==> config.mk <==
export PLATFORM = sky130hd
export DESIGN_NAME = fsd_queue
export DESIGN_NICKNAME = d
export VERILOG_FILES = /design/src/rtl/fsd_pkg.sv /design/src/rtl/fsd_queue.sv
export SDC_FILE = /design/constraint.sdc
export NUM_CORES = 1
export LEC_CHECK = 0
export ABC_AREA = 1
export BUFFER_PORTS_ARGS = -buffer_cell sky130_fd_sc_hd__buf_2
export CORE_UTILIZATION = 50
export DETAILED_ROUTE_END_ITERATION = 8
export PLACE_DENSITY = 0.75
export SLEW_MARGIN = 25
export SYNTH_ARGS = -nofsm -noshare
export SYNTH_HDL_FRONTEND = slang
export SYNTH_SLANG_ARGS = --single-unit
==> constraint.sdc <==
create_clock -name clk -period 5.65 [get_ports clk]
set_input_delay 0.8475 -clock clk [delete_from_list [all_inputs] [get_ports clk]]
set_output_delay 0.8475 -clock clk [all_outputs]
set_load 0.05 [all_outputs]
==> src/rtl/fsd_pkg.sv <==
// Shared types and constants of the error-diffusion dither.
// No dependencies; the front, queue, back, top level and both testbench files import it.
`default_nettype none
package fsd_pkg;
    localparam int MAX_WIDTH = 4096;
    localparam int ADDR_W    = $clog2(MAX_WIDTH);
    localparam int WID_W     = 13;
    localparam int HGT_W     = 15;
    localparam int CFG_W     = 15;
    localparam int IDX_W     = 2;
    localparam int NCH       = 3;
    localparam int IN_W      = 12;
    localparam int OUT_W     = 8;
    localparam int ERR_W     = 11;
    localparam int ENT_W     = NCH * ERR_W;

    localparam logic [IDX_W-1:0] REG_WIDTH  = 2'd0;
    localparam logic [IDX_W-1:0] REG_HEIGHT = 2'd1;
    localparam logic [IDX_W-1:0] REG_DITHER = 2'd2;

    localparam logic [WID_W-1:0] WIDTH_RST  = 13'd640;
    localparam logic [HGT_W-1:0] HEIGHT_RST = 15'd480;

    typedef logic [NCH-1:0][IN_W-1:0]  pix_t;
    typedef logic [NCH-1:0][ERR_W-1:0] ent_t;

    typedef struct packed {
        logic [WID_W-1:0] width;
        logic [HGT_W-1:0] height;
        logic             dither;
    } cfg_t;

    typedef struct packed {
        pix_t              pix;
        logic [ADDR_W-1:0] col;
        logic              has_left;
        logic              last_col;
        logic              interior;
        logic              frame_end;
    } item_t;
endpackage
`default_nettype wire

==> src/rtl/fsd_queue.sv <==
// Two-entry FIFO between front and back end.
// Depends on fsd_pkg.
`default_nettype none
module fsd_queue
    import fsd_pkg::*;
(
    input  wire logic  clk,
    input  wire logic  rst_n,
    input  wire logic  push_valid,
    input  wire item_t push_item,
    output logic       push_ready,
    input  wire logic  pop,
    output logic       head_valid,
    output item_t      head_item
);
    item_t      slot_reg [2];
    logic       wr_ptr_reg, rd_ptr_reg;
    logic [1:0] cnt_reg;
    logic       do_push, do_pop;

    assign push_ready = (cnt_reg != 2'd2);
    assign head_valid = (cnt_reg != 2'd0);
    assign head_item  = slot_reg[rd_ptr_reg];
    assign do_push    = push_valid && push_ready;
    assign do_pop     = pop && head_valid;

    always_ff @(posedge clk)
    begin
        if (do_push)
            slot_reg[wr_ptr_reg] <= push_item;
    end

    always_ff @(posedge clk or negedge rst_n)
    begin
        if (!rst_n)
        begin
            wr_ptr_reg <= 1'b0;
            rd_ptr_reg <= 1'b0;
            cnt_reg    <= 2'd0;
        end
        else
        begin
            if (do_push)
                wr_ptr_reg <= !wr_ptr_reg;
            if (do_pop)
                rd_ptr_reg <= !rd_ptr_reg;
            cnt_reg <= cnt_reg + 2'(do_push) - 2'(do_pop);
        end
    end
endmodule
`default_nettype wire

# Yosys cells after proc, flatten, opt, wreduce, memory -nomap -nowiden
# Memory sizes are Yosys's and may differ from the RTL's.
# Cells that the tools add are included.
# word_totals
register_bits	4
ram_bits	104
in_bits	56
output_inout_bits	54
word_cells	14
n_memories	1
# classes
add_sub_neg	2
n_eq_ne	1
n_mux	2
reduce_logical	5
# mem_list
name	words	width	read_ports	rd_ports_with_merged_regs	write_ports	line_no	source
slot_reg	2	52	1	0	1	fsd_queue.sv:16	item_t slot_reg [2];
# ops
operator	count
$add 2x1->2	1
$logic_and 1x1->1	2
$logic_not 1->1	2
$mux 1	2
$ne 2x2->1 const B	1
$reduce_bool 2->1	1
$sub 2x1->2	1

# Longest topological paths before layout
# logic_depth
depth_word	4
ltp_mapped	12
mapped_depth_nobuf	12

# Worst setup path after synthesis
# Ideal clock, no wire load.
# synth_timing
kind	in2reg
start	input push_valid
end	memory slot_reg[0][0] (netlist bit) (enable)
setup_ns	0.462
t_arrival_ns	3.118
required_time_ns	5.188
path_slack_ns	2.070
cell_stages	2
path_buffers	0
path_cell_list	nand2_2 > nor2_1
# synth_between
elab_chain_cells	3
# synth_rtl
item	line_no	source
from (decl)	fsd_queue.sv:9	input wire logic push_valid,
$logic_and 1x1->1	fsd_queue.sv:24	assign do_push = push_valid && push_ready;
$mux 1	fsd_queue.sv:29	if (do_push)
$mux 1 (not written as such)	fsd_queue.sv:30	slot_reg[wr_ptr_reg] <= push_item;
to (decl)	fsd_queue.sv:16	
# No other way between the ends.

==> results_tabular.tex <==
\begin{tabular}{lr}
\hline
Metric & Value \\
\hline
\multicolumn{2}{l}{\textbf{Timing}} \\
Max Clk Rate & 320 MHz \\
Final TNS setup & 0 ns \\
Setup repair after global routing missed its margin & no \\
Post-route fraction of the period consumed by the critical path & 0.554 \\
Transition at the pin with the smallest max-transition slack & 0.949 ns \\
Worst slack on hold paths & 0.284 ns \\
Minimum clock period after layout & 3.13 ns \\
Setup clock skew after layout & 0.00697 ns \\
Final setup violating endpoints & 0 \\
Tightest slew margin relative to the limit & 0.367 \\
Final hold viol count & 0 \\
Final max-slew violation count & 0 \\
\multicolumn{2}{l}{\textbf{CTS}} \\
Clock-pin slew of the registers on the worst-case setup and hold paths & 0.09 ns \\
Cell at the root of the clock tree & clkbuf\_8 \\
Quantity of hold-fixing buffers added after cts & 0 \\
Worst-case clock buffer depth & 2 \\
Clock tree sinks & 108 \\
H-Tree Depth & 3 \\
Cts bufs inserted & 9 \\
Number of setup buffers added after CTS & 0 \\
TritonCTS clock tree & yes \\
Resize count post-CTS & 0 \\
Clock latency on the worst-skew pair & 0.35 ns \\
\multicolumn{2}{l}{\textbf{Layout}} \\
FF+latch area & 3220 um\^{}2 \\
Area taken by multi-input logic gates & 699 um\^{}2 \\
Number of nets in the layout & 471 \\
Synthesis-to-layout area growth & 20.5\% \\
Diodes inserted & 0 \\
Count of fill cells added during filler insertion & 647 \\
Share of layout cells above drive strength 1 & 0.317 \\
Flip-flop count of the largest register after layout & 104 \\
Final instance count without filler cells & 521 \\
\multicolumn{2}{l}{\textbf{Detailed routing}} \\
Vias & 2412 \\
Total iterations of the first detailed-routing run & 4 \\
Remaining routing DRC violations & 0 \\
Wire length after detailed routing & 6750 um \\
Iteration-0 DRC count of the detailed router & 117 \\
Final antenna-violating net count & 0 \\
Routed WL per cell & 13.0 um \\
Post-DR vias/cell & 4.63 \\
\multicolumn{2}{l}{\textbf{Global routing}} \\
Remaining Overflow, GRT & 0 \\
Tot GR Track Use & 0.163 \\
Via count of the first global-routing pass & 2250 \\
Maximum number of pins on one net before global-route repair & 54 \\
Number of antenna violations at the first check in global routing & 0 \\
Wire length of the first global-routing pass & 10300 um \\
\multicolumn{2}{l}{\textbf{Synthesis}} \\
Post-Synth Simple-Gate Area & 0.163 \\
Share of the synthesized area in the top cell type & 0.775 \\
Synth area leaders & edfxtp\_1 (77\%), nand2\_1 (15\%), dfrtp\_1 (2.5\%) \\
Main combinational cell family by area after synthesis & simple AND/OR/NAND/NOR gates \\
Number of distinct library cells after synthesis & 17 \\
Cell count after synthesis & 303 \\
Part of the Yosys area used for sequential elements & 0.800 \\
Xor and xnor fraction of the mapped netlist area & 0.00217 \\
Cell area after technology mapping & 4030 um\^{}2 \\
Post-synthesis cell type with the largest combined area & edfxtp\_1 \\
Avg Inst Size Synth & 13.3 um\^{}2 \\
Post-Synth Adder-Cell Area & 0.00310 \\
Post-synthesis net count & 360 \\
Yosys warning total & 0 \\
Mux share of post-synthesis cell area & 0 \\
FF+latch count, synth & 108 \\
Fraction of the mapped netlist area in compound gates & 0.00248 \\
\multicolumn{2}{l}{\textbf{Placed design}} \\
Buffers on Ports & 109 \\
Number of cells after detailed placement & 505 \\
Post-detailed-placement half-perimeter wirelength & 4180 um \\
Final weighted congestion of routability-driven global placement & 0.705 \\
\multicolumn{2}{l}{\textbf{Setup path}} \\
Critical-path top delay cell & dfrtp\_2 \\
Family of cells with the greatest summed delay on the critical path & flip-flops \\
R2r setup slk & 3.58 ns \\
Worst R2R End & slot\_reg[0][44]\$\_DFFE\_PP\_ \\
Required time at the worst-slack endpoint & 4.80 ns \\
Crit end category & output port \\
Critical-path maximum fanout & 53 \\
CP startpoint kind & flip-flop \\
Register-to-Register Path Depth & 4 \\
CP arrival & 2.28 ns \\
Chain of cells forming the critical path & inv\_4 > nand2\_1 > nand2\_1 > buf\_2 \\
RR Startpoint & cnt\_reg[1]\$\_DFF\_PN0\_ \\
Biggest cell delay along the critical path & 0.99 ns \\
Sum of buffers and inverters on the critical path & 2 \\
Crit Path Class & flip-flop to output port \\
Most Frequent Cell on Critical Path & nand2\_1 \\
\multicolumn{2}{l}{\textbf{Min path}} \\
Path category of the worst min-delay check & input port to asynchronous set/reset pin \\
\multicolumn{2}{l}{\textbf{Die}} \\
Core Footprint & 7770 um\^{}2 \\
Chip Width & 91.8 um \\
Area of the die & 8430 um\^{}2 \\
\# IOs & 110 \\
Number of standard-cell rows in the floorplan & 32 \\
Starting utilization of the core area & 0.519 \\
Height of the die & 91.8 um \\
\multicolumn{2}{l}{\textbf{Flow run}} \\
Count of max-cap constraint violations & 0 \\
\multicolumn{2}{l}{\textbf{Outcome}} \\
Result of the run & completed \\
\hline
\end{tabular}
==> metal layers <==
| metal | vias to the layer above | wire length [um] | share of wire | track usage |
|---|---|---|---|---|
| met5 | - | 0 | 0 | 0 |
| met4 | 0 | 102 | 0.015 | 0.0664 |
| met3 | 10 | 513 | 0.076 | 0.0506 |
| met2 | 88 | 3250 | 0.48 | 0.272 |
| met1 | 1084 | 2880 | 0.43 | 0.199 |
| li1 | 1230 | - | - | - |
==> worst max-delay path by stage <==
stage / startpoint / end / slack (ns) / depth (start not counted)
floorplan: push_valid / slot_reg[0][0]$_DFFE_PP_ / 2.07 / 2
global placement: rd_ptr_reg$_DFFE_PN0P_ / head_item[50] / 2.87 / 4
detailed placement: rd_ptr_reg$_DFFE_PN0P_ / head_item[50] / 2.83 / 4
CTS: rd_ptr_reg$_DFFE_PN0P_ / head_item[50] / 2.44 / 4
global route: rd_ptr_reg$_DFFE_PN0P_ / head_item[19] / 2.24 / 4
finish: rd_ptr_reg$_DFFE_PN0P_ / head_item[3] / 2.52 / 4
==> cell families (layout without fill, tap and decap cells) <==
group           Yosys count  after routing
buf+inv                  19            135
fa+ha+maj                 1              1
simple gates            172            172
xor+xnor                  1              1
compound gates            2              2
flops                   108            108
==> stage by stage <==
step | cell area [um^2] | worst slack, ns | utilization
floorplan | 4030 | 2.07 | -
global placement | 4640 | 2.87 | 0.598
detailed placement | 4640 | 2.83 | 0.598
CTS | 4860 | 2.44 | 0.626
global route | 4860 | 2.24 | 0.626
finish | 4860 | 2.52 | 0.626
==> cell usage after synthesis <==
cell type / count
dfrtp_1: 4
buf_4: 1
ha_1: 1
inv_2: 1
nor2_1: 4
buf_2: 5
xor2_1: 1
nand2_2: 2
nand2_1: 163
buf_6: 5
inv_4: 1
a21oi_1: 1
o21ai_1: 1
nand3_1: 2
inv_1: 6
edfxtp_1: 104
nor2_2: 1
==> placed cells by master, fill, tap and decap left out <==
master      Yosys  final
clkbuf_8        0      9
a21oi_1         1      1
inv_1           6      6
inv_2           1      1
clkinv_1        0      1
o21ai_1         1      1
buf_4           1      2
nand2_1       163    163
dfrtp_1         4      3
clkinvlp_4      0      3
ha_1            1      1
dfrtp_2         0      1
clkinv_2        0      1
nor2_4          0      2
nor2_1          4      3
buf_2           5    109
nand3_1         2      2
nand2_2         2      2
xor2_1          1      1
inv_4           1      1
bufinv_16       0      2
edfxtp_1      104    104
==> area by class of cell <==
cell class	count	share of cell area
Clock inverter	7	0.0188
Timing Repair Buffer	111	0.115
Clock buffer	9	0.0255
Tap cell	102	0.0263
Sequential cell	108	0.663
Inverter	8	0.00669
Multi-Input combinational cell	176	0.144
==> worst register-to-register path: stages (launching register included) <==
cell and delay, ns:
dfrtp_1 0.45, nand2_2 0.13, nand2_2 0.11, nor2_4 0.53, buf_4 0.50
Power is not shown: default switching activity piles up to over one toggle a cycle in this logic, so the estimate is an artifact.
