$ cat src/rtl/fsd_pkg.sv
// Shared types and constants of the error-diffusion dither.
// No dependencies; the front, queue, back, top level and both testbench files import it.
`default_nettype none
package fsd_pkg;
    localparam int MAX_WIDTH = 4096;
    localparam int ADDR_W    = $clog2(MAX_WIDTH);
    localparam int WID_W     = 13;
    localparam int HGT_W     = 15;
    localparam int CFG_W     = 15;
    localparam int IDX_W     = 2;
    localparam int NCH       = 3;
    localparam int IN_W      = 12;
    localparam int OUT_W     = 8;
    localparam int ERR_W     = 11;
    localparam int ENT_W     = NCH * ERR_W;

    localparam logic [IDX_W-1:0] REG_WIDTH  = 2'd0;
    localparam logic [IDX_W-1:0] REG_HEIGHT = 2'd1;
    localparam logic [IDX_W-1:0] REG_DITHER = 2'd2;

    localparam logic [WID_W-1:0] WIDTH_RST  = 13'd640;
    localparam logic [HGT_W-1:0] HEIGHT_RST = 15'd480;

    typedef logic [NCH-1:0][IN_W-1:0]  pix_t;
    typedef logic [NCH-1:0][ERR_W-1:0] ent_t;

    typedef struct packed {
        logic [WID_W-1:0] width;
        logic [HGT_W-1:0] height;
        logic             dither;
    } cfg_t;

    typedef struct packed {
        pix_t              pix;
        logic [ADDR_W-1:0] col;
        logic              has_left;
        logic              last_col;
        logic              interior;
        logic              frame_end;
    } item_t;
endpackage
`default_nettype wire

$ cat src/rtl/fsd_pix_if.sv
// Input pixel channel: valid/ready plus three 8.4 fixed-point levels.
// Depends on nothing.
`default_nettype none
interface fsd_pix_if;
    logic        valid;
    logic        ready;
    logic [11:0] red_in;
    logic [11:0] green_in;
    logic [11:0] blue_in;
    modport source (output valid, red_in, green_in, blue_in, input ready);
    modport sink   (input valid, red_in, green_in, blue_in, output ready);
endinterface
`default_nettype wire

$ cat src/rtl/fsd_front.sv
// Front end: accepts pixels, tracks raster position, classifies edge pixels.
// Depends on fsd_pkg and fsd_pix_if.
`default_nettype none
module fsd_front
    import fsd_pkg::*;
(
    input  wire logic  clk,
    input  wire logic  rst_n,
    fsd_pix_if.sink    pix,
    input  wire cfg_t  cfg,
    input  wire logic  clear_done,
    input  wire logic  push_ready,
    output logic       push_valid,
    output item_t      push_item
);
    logic [ADDR_W-1:0] col_reg, col_next;
    logic [HGT_W-1:0]  row_reg, row_next;
    logic [WID_W-1:0]  w_eff, x_w;
    logic [HGT_W-1:0]  h_eff;
    logic              last_col, last_row, take;

    always_comb
    begin
        if (cfg.width == '0)
            w_eff = WID_W'(1);
        else if (cfg.width > WID_W'(MAX_WIDTH))
            w_eff = WID_W'(MAX_WIDTH);
        else
            w_eff = cfg.width;
        h_eff = (cfg.height == '0) ? HGT_W'(1) : cfg.height;
        x_w = ({1'b0, col_reg} >= w_eff) ? w_eff - WID_W'(1) : {1'b0, col_reg};
        last_col = (x_w == w_eff - WID_W'(1));
        last_row = ({1'b0, row_reg} + (HGT_W+1)'(1) >= {1'b0, h_eff});
    end

    assign pix.ready  = push_ready && clear_done;
    assign take       = pix.valid && pix.ready;
    assign push_valid = take;

    always_comb
    begin
        push_item.pix       = {pix.blue_in, pix.green_in, pix.red_in};
        push_item.col       = x_w[ADDR_W-1:0];
        push_item.has_left  = (x_w != '0);
        push_item.last_col  = last_col;
        push_item.interior  = cfg.dither && (x_w != '0) && !last_col && !last_row;
        push_item.frame_end = last_col && last_row;
        col_next = col_reg;
        row_next = row_reg;
        if (take)
        begin
            if (last_col)
            begin
                col_next = '0;
                row_next = last_row ? '0 : row_reg + HGT_W'(1);
            end
            else
            begin
                col_next = x_w[ADDR_W-1:0] + ADDR_W'(1);
            end
        end
    end

    always_ff @(posedge clk or negedge rst_n)
    begin
        if (!rst_n)
        begin
            col_reg <= '0;
            row_reg <= '0;
        end
        else
        begin
            col_reg <= col_next;
            row_reg <= row_next;
        end
    end
endmodule
`default_nettype wire

$ cat src/flat_wrapper.sv
// flat-port wrapper written by rule: the top's interface ports become plain ports
module fsd_front_flat import fsd_pkg::*;
  (clk, rst_n, cfg, clear_done, push_ready, push_valid, push_item, pix_valid, pix_red_in, pix_green_in, pix_blue_in, pix_ready);
  fsd_pix_if pix_i ();
  input  wire logic clk;
  input  wire logic rst_n;
  input  wire cfg_t cfg;
  input  wire logic clear_done;
  input  wire logic push_ready;
  output logic push_valid;
  output item_t push_item;
  input wire logic [$bits(pix_i.valid)-1:0] pix_valid;
  input wire logic [$bits(pix_i.red_in)-1:0] pix_red_in;
  input wire logic [$bits(pix_i.green_in)-1:0] pix_green_in;
  input wire logic [$bits(pix_i.blue_in)-1:0] pix_blue_in;
  output wire logic [$bits(pix_i.ready)-1:0] pix_ready;
  assign pix_i.valid = pix_valid;
  assign pix_i.red_in = pix_red_in;
  assign pix_i.green_in = pix_green_in;
  assign pix_i.blue_in = pix_blue_in;
  assign pix_ready = pix_i.ready;
  fsd_front u_core (.clk(clk), .rst_n(rst_n), .pix(pix_i), .cfg(cfg), .clear_done(clear_done), .push_ready(push_ready), .push_valid(push_valid), .push_item(push_item));
endmodule
$ cat config.mk
export PLATFORM = sky130hd
export DESIGN_NAME = fsd_front_flat
export DESIGN_NICKNAME = d
export VERILOG_FILES = /design/src/rtl/fsd_pkg.sv /design/src/rtl/fsd_pix_if.sv /design/src/rtl/fsd_front.sv /design/src/flat_wrapper.sv
export SDC_FILE = /design/constraint.sdc
export NUM_CORES = 1
export LEC_CHECK = 0
export BUFFER_PORTS_ARGS = -buffer_cell sky130_fd_sc_hd__buf_2
export CORE_ASPECT_RATIO = 2
export CORE_MARGIN = 2
export CORE_UTILIZATION = 40
export CTS_CLUSTER_DIAMETER = 30
export DETAILED_ROUTE_END_ITERATION = 7
export GPL_TIMING_DRIVEN = 0
export PLACE_DENSITY_LB_ADDON = 0.08
export SYNTH_ARGS = -nofsm -noshare
export SYNTH_HDL_FRONTEND = slang
export SYNTH_SLANG_ARGS = --single-unit
$ cat constraint.sdc
create_clock -name clk -period 4.23 [get_ports clk]
set_input_delay 0.2115 -clock clk [delete_from_list [all_inputs] [get_ports clk]]
set_output_delay 0.2115 -clock clk [all_outputs]
set_load 0.03 [all_outputs]
### Yosys cells after proc, flatten, opt, wreduce, memory -nomap -nowiden

Cells that the tools add are included.

| operators by class | value |
|---|---|
| $add $sub $neg | 4 |
| $mul | 0 |
| divide/modulo/power cells | 0 |
| order comparisons | 3 |
| eq/ne operators | 1 |
| shift-type cells | 0 |
| muxes and demuxes | 6 |
| bitwise gates (word level) | 0 |
| reductions and logical operators | 12 |

Operator list:

| kind | count |
|---|---|
| 13-bit two-way mux | 3 |
| 15-bit two-way mux | 2 |
| 15-bit by 1-bit adder with 16-bit output, second input constant | 1 |
| 16-bit by 15-bit >= comparator with 1-bit output | 1 |
| 15-bit by 1-bit adder with 15-bit output, second input constant | 1 |
| 15-bit zero test | 1 |
| 13-bit equality test | 1 |
| 12-bit by 13-bit >= comparator with 1-bit output | 1 |
| 13-bit > comparator, second input constant | 1 |
| 13-bit zero test | 1 |
| 13-bit nonzero test | 1 |
| 13-bit by 1-bit subtractor with 13-bit output, second input constant | 1 |
| 12-bit by 1-bit adder with 12-bit output, second input constant | 1 |
| 12-bit two-way mux | 1 |
| 1-bit logical AND | 6 |
| 1-bit zero test | 2 |
| 2-bit AND reduction | 1 |

| word-level totals | value |
|---|---|
| bits in registers | 27 |
| bits in latches | 0 |
| bits in writable memories | 0 |
| ROM bits | 0 |
| input bits | 70 |
| output and inout bits | 54 |
| logic and storage cells | 28 |
| memories kept | 0 |

### Logic depth before layout (Yosys ltp)

| logic depth | value |
|---|---|
| depth after elaboration | 9 |
| mapped depth | 19 |
| depth with buffers taken out | 16 |

### Worst setup path after synthesis

OpenSTA, ideal clock, no wires.

| path | value |
|---|---|
| path type | in2out |
| start point | input cfg[19] (netlist name) |
| end point | output push_item[1] (netlist name) |
| arrival time | 5.057 ns |
| data required time | 4.018 ns |
| slack | -1.039 ns |
| stages on the path | 17 |
| buffers on the path | 3 |
| cell sequence | buf_6 nor4_1 clkbuf_1 a41oi_1 nor2_1 ha_1 nor2_1 a21oi_1 o41ai_1 a221oi_1 clkbuf_1 nor2_1 a21oi_1 inv_1 ha_1 nand4_1 nor4b_1 |

RTL lines:

| item | RTL line | source |
|---|---|---|
| start, declared | flat_wrapper.sv:7 | `input wire cfg_t cfg;` |
| end, declared | flat_wrapper.sv:11 | `output item_t push_item;` |

==> flow_summary_export.csv <==
group,metric,value,unit
synth,synth_cells,464,
worst_hold_path,min_from,"pix_valid",
worst_hold_path,hold_end,"u_core.col_reg[2]",
worst_setup_path,end_kind,"output port",
cts,cts_root_buf,"clkbuf_16",
synth,ys_async_sr_fraction,1.00,
layout,nNetsFinal,657,
synth,synth-adder-area-share,0.107,
worst_setup_path,cp.required,4.02,ns
worst_setup_path,cp_max_fo,10,
sta,hold_viol_final,0,
detailed_routing,vias,3705,
worst_hold_path,hold_depth,3,
die,die_h,138,um
placed_design,gp_congestion,0.966,
cts,cts.sinks,27,
detailed_routing,wl_per_cell,17.4,um
detailed_routing,drt-pass1-iter-count,6,
synth,synth-xor-area-share,0.0800,
worst_setup_path,r2r-end,"u_core.col_reg[8]",
synth,synth_compound_area_frac,0.191,
sta,min_period_over_period,0.960,
die,coreArea,8890,sq um
sta,setup_ws,0.170,ns
sta,setup_violations,0,
cts,cts_buffers,3,
sta,finalSetupTns,0,ns
worst_setup_path,reg2reg_slack,0.53,ns
power,p_leak,2.02,nW
detailed_routing,drtIter0Drc,154,
cts,clk_latency,0.27,ns
power,cellPowerDensity,444,nW/um^2
layout,area_delta_synth_final,24.5,%
synth,synth-seq-cells,27,
sta,rsz0062_at_grt,"no",
detailed_routing,postRouteAntennaNets,0,
layout,final_cell_mix,"buf_2 (87), buf_4 (43), nand2_1 (36)",
die,ioPinCount,124,
synth,yosys-mux-area-fraction,0.0391,
grt,overflow,0,
synth,synth_top_family_by_area,"simple AND/OR/NAND/NOR gates",
layout,layout_commonest_cell,"buf_2",
worst_setup_path,r2r_start,"u_core.col_reg[7]",
die,dieArea,9850,sq um
die,std_cell_rows,49,
sta,period_needed,4.06,ns
placed_design,dp_hpwl,9.58,mm
layout,final_util,0.506,
power,max-vdd-ir-drop,0.245,mV
synth,netlist_area,3610,sq um
sta,clock_skew,0.00353,ns
layout,antenna_cells,0,
cts,cts_tree,"yes",
grt,grt_pass1_wl,18.5,mm
placed_design,placed_cells,651,
grt,track_usage,0.233,
grt,antenna_found_initial,0,
synth,yosysTopAreaCell,"dfrtp_1",
worst_setup_path,rr_worst_depth,14,
run,max_cap_violations,0,
worst_setup_path,cp_data_arrival_time,3.85,ns
detailed_routing,drc,0,
sta,worstMarginPinSlew,0.879,ns
synth,synth_flop_cell,"dfrtp_1",
synth,ys_seq_area_frac,0.187,
cts,path_clk_slew,0.07,ns
sta,relSlewSlack,0.409,
grt,grt_pass1_vias,3798,
synth,yosys.area_share.simple,0.248,
layout,fin_cells,657,
synth,synth_area_per_cell,7.78,sq um
synth,ys_top_cells_by_area,"dfrtp_1 (19%), ha_1 (11%), buf_4 (7.7%)",
sta,maxSlewViolCount,0,
synth,syn_nets,565,
synth,ys_types,62,
cts,clockBufferDepth,2,
grt,grt_start_max_net_pins,28,
sta,fmax,246,MHz
synth,synth-edff-count,0,
placed_design,pre_cts_ws,-1.42,ns
synth,yosysTopAreaCellShare,0.187,
die,start_util,0.406,
sta,hold_slack,0.392,ns
layout,drive_above_1_share,0.326,
detailed_routing,avgViaCountPerCell,5.64,
detailed_routing,wirelength,11.4,mm
layout,largest_reg_flops,15,
cts,htree_levels,1,
die,dieWidth,71.2,um
synth,yosysWarnings,0,
worst_setup_path,critPathKind,"input pin to output port",
worst_hold_path,hold_path_class,"input pin to flip-flop",
outcome,outcome,"completed",
placed_design,port-buffer-count,85,
worst_setup_path,critPathLaunchType,"input pin",
[repair_timing]
item | CTS | global route
hold buffers | 1 | 0
setup buffers | 2 | 2
endpoints found under the hold margin | 27 | 0
pin swaps | 1 | 2
resized for setup | 24 | 17
setup endpoints to repair | 41 | 5
[synthesized netlist by cell type, types with 3 or more instances]
master / number
nor4_1: 11
and3_1: 4
clkbuf_1: 20
buf_6: 3
nand2b_1: 18
ha_1: 31
nor3_1: 8
o21a_1: 3
xor2_1: 16
mux2_2: 9
a21o_1: 3
nor2_1: 30
or3_1: 3
a311oi_1: 3
nand3_1: 22
nor2b_1: 4
nor4b_1: 3
nor3b_1: 4
mux2i_1: 4
buf_4: 37
dfrtp_1: 27
o41ai_1: 6
inv_1: 35
nand4_1: 8
o21ai_0: 12
or4_1: 4
a21oi_1: 21
a31oi_1: 7
xnor2_1: 17
nand2_1: 36
o31ai_1: 11
and2_1: 3
[stage by stage]
| stage | area, sq um | power (mW) |
|---|---|---|
| 4_1_cts | 4400 | 1.94 |
| 2_1_floorplan | 3660 | 1.30 |
| 6_report | 4500 | 2.00 |
| 3_3_place_gp | 4210 | 1.64 |
| 3_5_place_dp | 4210 | 1.66 |
| 5_1_grt | 4500 | 2.13 |
[worst max-delay path, stage by stage]
cell      delay [ns]
buf_2           0.12
clkbuf_4        0.19
buf_4           0.19
clkbuf_4        0.21
nand2b_1        0.24
ha_1            0.30
nand2_1         0.16
nor4_4          0.34
o41ai_4         0.17
a221oi_4        0.35
buf_4           0.16
clkbuf_1        0.42
o21bai_4        0.24
buf_4           0.21
and2_1          0.13
buf_2           0.19
[worst max-delay path by stage]
| stage | startpoint | cells past startpoint | end |
|---|---|---|---|
| floorplan | cfg[28] | 16 | push_item[0] |
| global placement | cfg[28] | 18 | push_item[0] |
| detailed placement | cfg[28] | 18 | push_item[0] |
| CTS | cfg[28] | 16 | push_item[0] |
| global route | cfg[18] | 17 | push_item[0] |
| finish | cfg[28] | 16 | push_item[0] |
[layout make-up]
class / count / area (sq um)
plain buffers: 60 / 414
clock buffers: 4 / 78.8
fillers: 912 / 4390
inverters: 35 / 131
multi-input cells: 339 / 2600
flip-flops and latches: 27 / 676
well taps: 102 / 128
repair buffers: 90 / 465
[metal layers]
layer / GRT usage / wire length (um) / vias up
met5: 0 / 0 / -
met4: 0.164 / 852 / 0
met3: 0.0138 / 275 / 45
met2: 0.456 / 6630 / 117
met1: 0.215 / 3690 / 1729
li1: - / - / 1814
[cell families after synthesis]
family,after synthesis
buffers and inverters,98
muxes,13
adders and majority gates,31
and+or+nand+nor,168
xor gates and xnor gates,33
DFF,27
AOI/OAI and AO/OA,94
[report_power, final]
group	total, mW	internal, mW	switching, mW
Combinational	1.36	0.522	0.837
Clock	0.220	0.129	0.0907
Sequential	0.416	0.317	0.0995
Total	2.00	0.968	1.03
Power figures use the tool's default switching activity.
